--- src/hdl/gfinv_pkg.sv ---
// shared types for the polynomial inverse pipeline
package gfinv_pkg;

	typedef struct packed {
		logic done;
		logic fail;
	} flags_t;

endpackage

--- src/hdl/gfinv_if.sv ---
// valid/ready channel interfaces for operand and result beats
interface gfinv_in_if #(
	parameter int WIDTH = 8
);
	logic             valid;
	logic             ready;
	logic [WIDTH-1:0] operand;

	modport source (output valid, output operand, input ready);
	modport sink (input valid, input operand, output ready);
endinterface

interface gfinv_out_if #(
	parameter int WIDTH = 8
);
	logic             valid;
	logic             ready;
	logic [WIDTH-1:0] inverse;
	logic             no_inverse;

	modport source (output valid, output inverse, output no_inverse, input ready);
	modport sink (input valid, input inverse, input no_inverse, output ready);
endinterface

--- src/hdl/gf2m_poly_inverse_core.sv ---
// inverse of a binary polynomial modulo a programmable field polynomial
// one euclid micro step per pipeline stage, registered at the end of each stage
// throughput: one operand beat per cycle through the step pipeline while the result side is not stalled;
// a stalled result beat freezes every stage; nothing is dropped or repeated
// reset clears all stage valid bits and loads the modulus with MOD_RESET
module gf2m_poly_inverse_core #(
	parameter int          WIDTH     = 8,
	parameter int unsigned MOD_RESET = 283
) (
	input  logic              clk,
	input  logic              arst_n,
	input  logic              cfg_we,
	input  logic [WIDTH:0]    cfg_wdata,
	gfinv_in_if.sink          op,
	gfinv_out_if.source       res
);
	localparam int STEPS = 4 * WIDTH + 4;

	logic [WIDTH:0]    mod_q;
	logic              advance;

	logic [WIDTH:0]    ra_s    [1:STEPS];
	logic [WIDTH:0]    rb_s    [1:STEPS];
	logic [WIDTH-1:0]  ca_s    [1:STEPS];
	logic [WIDTH-1:0]  cb_s    [1:STEPS];
	gfinv_pkg::flags_t flags_s [1:STEPS];
	logic [STEPS:1]    valid_s;

	logic [WIDTH:0]    ra_nx    [0:STEPS-1];
	logic [WIDTH:0]    rb_nx    [0:STEPS-1];
	logic [WIDTH-1:0]  ca_nx    [0:STEPS-1];
	logic [WIDTH-1:0]  cb_nx    [0:STEPS-1];
	gfinv_pkg::flags_t flags_nx [0:STEPS-1];

	gfinv_pkg::flags_t flags_init;

	always_ff @(posedge clk or negedge arst_n) begin
		if (!arst_n) begin
			mod_q <= (WIDTH + 1)'(MOD_RESET);
		end else if (cfg_we) begin
			mod_q <= cfg_wdata;
		end
	end

	assign advance    = !valid_s[STEPS] || res.ready;
	assign op.ready   = advance;
	assign flags_init = '0;

	genvar k;
	generate
		for (k = 0; k < STEPS; k++) begin : g_step
			if (k == 0) begin : g_first
				gfinv_step #(.WIDTH(WIDTH)) u_step (
					.ra       (mod_q),
					.rb       ({1'b0, op.operand}),
					.ca       ('0),
					.cb       (WIDTH'(1)),
					.flags    (flags_init),
					.ra_nx    (ra_nx[k]),
					.rb_nx    (rb_nx[k]),
					.ca_nx    (ca_nx[k]),
					.cb_nx    (cb_nx[k]),
					.flags_nx (flags_nx[k])
				);
			end else begin : g_rest
				gfinv_step #(.WIDTH(WIDTH)) u_step (
					.ra       (ra_s[k]),
					.rb       (rb_s[k]),
					.ca       (ca_s[k]),
					.cb       (cb_s[k]),
					.flags    (flags_s[k]),
					.ra_nx    (ra_nx[k]),
					.rb_nx    (rb_nx[k]),
					.ca_nx    (ca_nx[k]),
					.cb_nx    (cb_nx[k]),
					.flags_nx (flags_nx[k])
				);
			end

			always_ff @(posedge clk) begin
				if (advance) begin
					ra_s[k+1]    <= ra_nx[k];
					rb_s[k+1]    <= rb_nx[k];
					ca_s[k+1]    <= ca_nx[k];
					cb_s[k+1]    <= cb_nx[k];
					flags_s[k+1] <= flags_nx[k];
				end
			end
		end
	endgenerate

	always_ff @(posedge clk or negedge arst_n) begin
		if (!arst_n) begin
			valid_s <= '0;
		end else if (advance) begin
			valid_s <= {valid_s[STEPS-1:1], op.valid};
		end
	end

	// an item still running at the last stage counts as no inverse
	assign res.valid      = valid_s[STEPS];
	assign res.no_inverse = !flags_s[STEPS].done || flags_s[STEPS].fail;
	assign res.inverse    = res.no_inverse ? '0 : cb_s[STEPS];

endmodule

--- src/hdl/gfinv_step.sv ---
// one euclid micro step: shift-xor reduction, swap, or termination check
module gfinv_step #(
	parameter int WIDTH = 8
) (
	input  logic [WIDTH:0]     ra,
	input  logic [WIDTH:0]     rb,
	input  logic [WIDTH-1:0]   ca,
	input  logic [WIDTH-1:0]   cb,
	input  gfinv_pkg::flags_t  flags,
	output logic [WIDTH:0]     ra_nx,
	output logic [WIDTH:0]     rb_nx,
	output logic [WIDTH-1:0]   ca_nx,
	output logic [WIDTH-1:0]   cb_nx,
	output gfinv_pkg::flags_t  flags_nx
);
	localparam int DW = $clog2(WIDTH + 1);

	logic [DW-1:0] dra;
	logic [DW-1:0] drb;
	logic [DW-1:0] sh;
	logic          ra_nz;
	logic          rb_zero;
	logic          rb_one;

	// highest set bit of each remainder
	always_comb begin
		dra = '0;
		drb = '0;
		for (int i = 0; i <= WIDTH; i++) begin
			if (ra[i]) begin
				dra = DW'(i);
			end
			if (rb[i]) begin
				drb = DW'(i);
			end
		end
	end

	assign ra_nz   = |ra;
	assign rb_zero = ~|rb;
	assign rb_one  = (rb == (WIDTH + 1)'(1));
	assign sh      = dra - drb;

	always_comb begin
		ra_nx    = ra;
		rb_nx    = rb;
		ca_nx    = ca;
		cb_nx    = cb;
		flags_nx = flags;
		if (!flags.done) begin
			if (rb_zero) begin
				flags_nx.done = 1'b1;
				flags_nx.fail = 1'b1;
			end else if (rb_one) begin
				flags_nx.done = 1'b1;
				flags_nx.fail = 1'b0;
			end else if (ra_nz && (dra >= drb)) begin
				ra_nx = ra ^ (rb << sh);
				ca_nx = ca ^ (cb << sh);
			end else begin
				// division finished, remainder becomes the new divisor
				ra_nx = rb;
				rb_nx = ra;
				ca_nx = cb;
				cb_nx = ca;
			end
		end
	end

endmodule

--- src/flat_wrapper.sv ---
// flat-port wrapper written by rule: the top's interface ports become plain ports
module gf2m_poly_inverse_core_flat 
#(
	parameter int          WIDTH     = 8,
	parameter int unsigned MOD_RESET = 283
)
  (clk, arst_n, cfg_we, cfg_wdata, op_valid, op_operand, op_ready, res_valid, res_inverse, res_no_inverse, res_ready);
  gfinv_in_if #(.WIDTH(WIDTH)) op_i ();
  gfinv_out_if #(.WIDTH(WIDTH)) res_i ();
  input  logic clk;
  input  logic arst_n;
  input  logic cfg_we;
  input  logic [WIDTH:0] cfg_wdata;
  input wire logic [$bits(op_i.valid)-1:0] op_valid;
  input wire logic [$bits(op_i.operand)-1:0] op_operand;
  output wire logic [$bits(op_i.ready)-1:0] op_ready;
  output wire logic [$bits(res_i.valid)-1:0] res_valid;
  output wire logic [$bits(res_i.inverse)-1:0] res_inverse;
  output wire logic [$bits(res_i.no_inverse)-1:0] res_no_inverse;
  input wire logic [$bits(res_i.ready)-1:0] res_ready;
  assign op_i.valid = op_valid;
  assign op_i.operand = op_operand;
  assign op_ready = op_i.ready;
  assign res_valid = res_i.valid;
  assign res_inverse = res_i.inverse;
  assign res_no_inverse = res_i.no_inverse;
  assign res_i.ready = res_ready;
  gf2m_poly_inverse_core #(.WIDTH(WIDTH), .MOD_RESET(MOD_RESET)) u_core (.clk(clk), .arst_n(arst_n), .cfg_we(cfg_we), .cfg_wdata(cfg_wdata), .op(op_i), .res(res_i));
endmodule
--- config.mk ---
export PLATFORM = sky130hd
export DESIGN_NAME = gf2m_poly_inverse_core_flat
export DESIGN_NICKNAME = d
export VERILOG_FILES = /design/src/hdl/gfinv_pkg.sv /design/src/hdl/gfinv_if.sv /design/src/hdl/gf2m_poly_inverse_core.sv /design/src/hdl/gfinv_step.sv /design/src/flat_wrapper.sv
export SDC_FILE = /design/constraint.sdc
export NUM_CORES = 2
export LEC_CHECK = 0
export ABC_AREA = 1
export BUFFER_PORTS_ARGS = -buffer_cell sky130_fd_sc_hd__buf_2
export CELL_PAD_IN_SITES_DETAIL_PLACEMENT = 0
export CELL_PAD_IN_SITES_GLOBAL_PLACEMENT = 2
export CORE_AREA = 2 2 493 495
export DETAILED_ROUTE_END_ITERATION = 16
export DIE_AREA = 0 0 495 497
export GPL_ROUTABILITY_DRIVEN = 1
export PLACE_DENSITY = 0.85
export SLEW_MARGIN = 30
export SYNTH_ARGS = -nofsm -noshare
export SYNTH_HDL_FRONTEND = slang
export SYNTH_SLANG_ARGS = --single-unit
export TNS_END_PERCENT = 50
--- constraint.sdc ---
create_clock -name clk -period 67.2 [get_ports clk]
set_clock_uncertainty 0.15 [all_clocks]
set_input_delay 10.08 -clock clk [delete_from_list [all_inputs] [get_ports clk]]
set_output_delay 10.08 -clock clk [all_outputs]
set_load 0.03 [all_outputs]
Word-level counts from Yosys, hierarchy flattened
Memories as Yosys holds them, arrays and structs flattened.
Index checks and enable logic that the tools add are counted.
{"block": "word_totals", "out_inout_bits": 11, "elab_cells": 1627, "n_memories": 5, "rom_bits": 0, "ramBits": 1296, "latch_bits": 0, "reg_bits": 45}
{"block": "op_classes", "mul": 0, "n_div": 0, "reduce_logical": 112, "n_eq_ne": 36, "shifts": 72, "mux": 1257, "n_lt_le_gt_ge": 36, "add_sub_neg": 36, "bitwise_logic": 71}
{"memory": "u_core.ra_s", "depth": 36, "word_bits": 9, "read_ports": 35, "rd_clocked_by_memory_dff": 0, "wr": 36, "line": "gf2m_poly_inverse_core.sv:22", "source": "logic [WIDTH:0] ra_s [1:STEPS];"}
{"memory": "u_core.rb_s", "depth": 36, "word_bits": 9, "read_ports": 35, "rd_clocked_by_memory_dff": 0, "wr": 36, "line": "gf2m_poly_inverse_core.sv:23", "source": "logic [WIDTH:0] rb_s [1:STEPS];"}
{"memory": "u_core.ca_s", "depth": 36, "word_bits": 8, "read_ports": 35, "rd_clocked_by_memory_dff": 0, "wr": 36, "line": "gf2m_poly_inverse_core.sv:24", "source": "logic [WIDTH-1:0] ca_s [1:STEPS];"}
{"memory": "u_core.cb_s", "depth": 36, "word_bits": 8, "read_ports": 36, "rd_clocked_by_memory_dff": 0, "wr": 36, "line": "gf2m_poly_inverse_core.sv:25", "source": "logic [WIDTH-1:0] cb_s [1:STEPS];"}
{"memory": "u_core.flags_s", "depth": 36, "word_bits": 2, "read_ports": 36, "rd_clocked_by_memory_dff": 0, "wr": 36, "line": "gf2m_poly_inverse_core.sv:26", "source": "gfinv_pkg::flags_t flags_s [1:STEPS];"}
{"op": "$mux W9", "n": 286}
{"op": "$mux W8", "n": 284}
{"op": "$mux W4", "n": 503}
{"op": "$reduce_or A9 Y1", "n": 71}
{"op": "$xor A9 B9 Y9", "n": 36}
{"op": "$eq A9 B1 Y1 const B", "n": 35}
{"op": "$shl A9 B4 Y9", "n": 35}
{"op": "$shl A8 B4 Y8", "n": 35}
{"op": "$xor A8 B8 Y8", "n": 35}
{"op": "$mux W2", "n": 107}
{"op": "$ge A4 B4 Y1", "n": 36}
{"op": "$sub A4 B4 Y4", "n": 36}
{"op": "$mux W1", "n": 77}
{"op": "$logic_and A1 B1 Y1", "n": 36}
{"op": "$shl A8 B4 Y9", "n": 1}
{"op": "$eq A8 B1 Y1 const B", "n": 1}
{"op": "$reduce_or A8 Y1", "n": 1}
{"op": "$shl A1 B4 Y8 const A", "n": 1}
{"op": "$logic_not A1 Y1", "n": 2}
{"op": "$logic_or A1 B1 Y1", "n": 2}

Depth between registers and ports, before layout
An unclocked memory read counts as a cell.
{"block": "depth", "depth_word": 16, "ltp_mapped": 20}

Hierarchy
From an unflattened synthesis, not the netlist that was laid out.
{"block": "unflattened", "hier_cells": 14885, "hier_area_um2": 102796.1}
{"mod": "gfinv_step (u_core.g_step[14].g_rest.u_step ...)", "cells_per_inst": 372, "seq_area_each_um2": 0.0, "n_inst": 31, "area_per_inst_um2": 1736.7}
{"mod": "gf2m_poly_inverse_core", "cells_per_inst": 1483, "seq_area_each_um2": 39268.9, "n_inst": 1, "area_per_inst_um2": 40023.4}
{"mod": "gfinv_step (u_core.g_step[0].g_first.u_step ...)", "cells_per_inst": 378, "seq_area_each_um2": 0.0, "n_inst": 3, "area_per_inst_um2": 1831.8}
{"mod": "gfinv_step (u_core.g_step[12].g_rest.u_step ...)", "cells_per_inst": 368, "seq_area_each_um2": 0.0, "n_inst": 2, "area_per_inst_um2": 1720.4}

Worst setup path after synthesis
Ideal clock, no wire load.
{"block": "synth_timing", "kind": "input to output", "from": "input res_ready", "to": "output op_ready", "t_required_ps": 56970, "arrival_ps": 44600, "cell_stages": 3, "path_buffers": 1, "setup_slack_ps": 12370, "path_cell_list": "inv_1 > nand2_1 > clkbuf_1"}
{"block": "synth_via", "elab_chain_cells": 1}
{"item": "start: declaration", "line": "flat_wrapper.sv:20", "source": "input wire logic [$bits(res_i.ready)-1:0] res_ready;"}
{"item": "$logic_or A1 B1 Y1", "line": "gf2m_poly_inverse_core.sv:45", "source": "assign advance = !valid_s[STEPS] || res.ready;"}
{"item": "end: declaration", "line": "flat_wrapper.sv:16", "source": "output wire logic [$bits(op_i.ready)-1:0] op_ready;"}
No other way between the ends.

Worst setup path after layout
Ends and elaborated chain as after synthesis.

==> qor.yml <==
reg2reg_slack_ps: 61810
cts_root_buffer: "clkbuf_16"
cts_tree: "done"
firstDrtPassIters: 6
wl_per_cell_um: 17.61
first_iter_violations: 7083
dr_wl_met3_um: 11510
vias_per_cell: 5.411
worst_hold_path_type: "flop to flop"
wl_met2_um: 123800
numClockSinks: 1308
criticalPathCategory: "input port to output port"
synth_cell_types: 52
synth-simple-area-share_pct: 20.26
cp.required_ps: 56970
fin_tns_setup_ps: 0
synth_seq_cells: 1308
synthCells: 12390
synthArstFlopShare_pct: 3.440
io_buffers: 32
synth_most_common_cell: "nand2_1"
drc: 0
num_rows: 180
synth_largest_area_cell: "edfxtp_1"
dp_cells: 15070
cts.clk_slew.worst_paths_ps: 60
r2r_start: "u_core.valid_s[36]$_DFFE_PN0P_"
cts_resized: 0
synthFlopType: "edfxtp_1"
clock_latency_ps: 810
drt-met1-wl_um: 130500
synth_compound_area_share_pct: 21.77
relSlewSlack_pct: 34.80
synth_edf_count: 1263
synth_area_leaders: "edfxtp_1, nand2_1, o21ai_0"
synth_common_cells: "nand2_1, o21ai_0, inv_1"
synth.mux.area_fraction_pct: 0.2049
start_kind: "input port"
cp_max_fo: 57
cp_cell_sequence: "buf_2 -> inv_1 -> nand2_4 -> buf_2"
antenna_found_initial: 2
fin_cells: 15370
hp-start: "u_core.valid_s[26]$_DFFE_PN0P_"
syn_nets: 12590
vias: 83140
cp_common_cell: "buf_2"
gp_congestion: 0.8966
maxCapViolations: 0
critPathArrivalTime_ps: 11180
path_delay_family: "simple AND/OR/NAND/NOR gates"
grt_usage_pct: 21.39
cp_slowest_cell: "nand2_4"
hpwl_um: 201300
ant_nets: 0
top_layer: "met4"
wl_um: 270700
synth_xor_area_share_pct: 4.415
period_needed_ps: 21410
crit_path_max_incr_delay_ps: 580
regToRegEndpoint: "u_core.rb_s[0][125]$_DFFE_PP_"
min_to: "u_core.valid_s[27]$_DFFE_PN0P_"
crit_buf_inv: 3
setup_viol: 0
synth_top_area_share_pct: 40.60
num-nets-final: 12250
r2r_cells: 6
clock_path_buffers: 3
start_util_pct: 38.91
dieArea_sq_um: 246000
synth_area_sq_um: 93430
cts_setup_buffers: 0
grt_pass1_wl_um: 433500
whs_path_depth: 2
ioPinCount: 33
end_kind: "output port"
area_delta_synth_final_pct: 7.529
die_x_um: 495
hold_buffers: 0
synth_warnings: 0
grt_max_degree: 97
seq_area_frac_synth_pct: 41.81
report.final.slew_viol_count: 0
fmax_mhz: 46.72
cts-buffers-inserted: 158
core_area_sq_um: 240100
status: "finished clean"
grt_pass1_vias: 77430
drive_gt1_share_pct: 5.657
die_h_um: 497
rsz0062_at_grt: "false"
synth_top_family_by_area: "compound AO/OA/AOI/OAI gates"
syn_area_per_cell_sq_um: 7.543
htreeDepth: 4
hold_violations: 0
fin_crit_sh_pct: 31.85
yosys.area_share.adder_pct: 2.665
grt_overflow: 0
tightest_slew_ps: 975.3
## sequential cells by signal (all words and copies together) (netlist names)
signal	count
u_core.mod_q	9
u_core.flags_s	72
u_core.ca_s	280
u_core.rb_s	315
u_core.ra_s	315
u_core.cb_s	281
u_core.valid_s	36
## stage by stage
| step | utilization (%) | cell area [sq um] | hold slack [ps] | setup slack [ps] |
|---|---|---|---|---|
| after floorplan | - | 93430 | 269.8 | 12370 |
| after global placement | 39.61 | 95110 | 322.0 | 45720 |
| after detailed placement | 39.62 | 95110 | 320.8 | 45710 |
| after CTS | 41.81 | 100400 | 333.4 | 45720 |
| after global routing | 41.84 | 100500 | 356.8 | 45680 |
| final | 41.84 | 100500 | 330.1 | 45790 |
## worst max-delay path by stage
stage	startpoint	end	slack, ps	cells past startpoint
floorplan	res_ready	op_ready	12370	3
global placement	res_ready	op_ready	45720	4
detailed placement	res_ready	op_ready	45710	4
CTS	res_ready	op_ready	45720	4
global route	res_ready	op_ready	45680	4
finish	res_ready	op_ready	45790	4
## cells in the final DEF (no fill, tap or decap), drive strengths merged, types with 4 or more instances in the layout
master	count
nand3	716
edfxtp	1263
inv	1446
o22ai	60
clkinv	68
bufinv	19
xnor2	34
o21a	4
nand3b	34
mux2i	18
clkbuf	194
a21oi	1121
a22oi	7
nor2	660
a21boi	20
dfrtp	40
fa	35
dfstp	5
buf	84
xor2	362
or2	113
nor4	38
o211ai	109
nand4	34
a31oi	43
o31ai	29
ha	143
nand2	2786
o21bai	40
o21ai	2493
clkinvlp	9
nor3	147
## worst register-to-register path, stage by stage (launching register included)
cell and delay (ps):
dfrtp_1 410, nand2_4 600, buf_4 770, buf_4 720, buf_6 680, buf_4 820, buf_4 850
## cell families after synthesis
group | count (synthesis)
and+or+nand+nor | 4528
AOI/OAI and AO/OA | 3930
buffers and inverters | 2026
DFF | 1308
xor gates and xnor gates | 396
adders and majority gates | 178
muxes | 19
other | 1
## metal layers
layer	up-vias	track usage, %
li1	41540	-
met2	1927	34.29
met1	39380	31.14
met3	294	2.163
met4	0	4.474
met5	-	0
## layout make-up
type                    instances  area, sq um
fillers                     24790       139600
multi-input cells            9052        46150
flip-flops and latches       1308        39060
inverters                    1445         5424
clock buffers                 194         4153
well taps                    3185         3985
clock inverters                97         1119
repair buffers                 84        571.8
diodes                          1        2.502
Power is not shown: default switching activity piles up to over one toggle a cycle in this logic, so the estimate is an artifact.
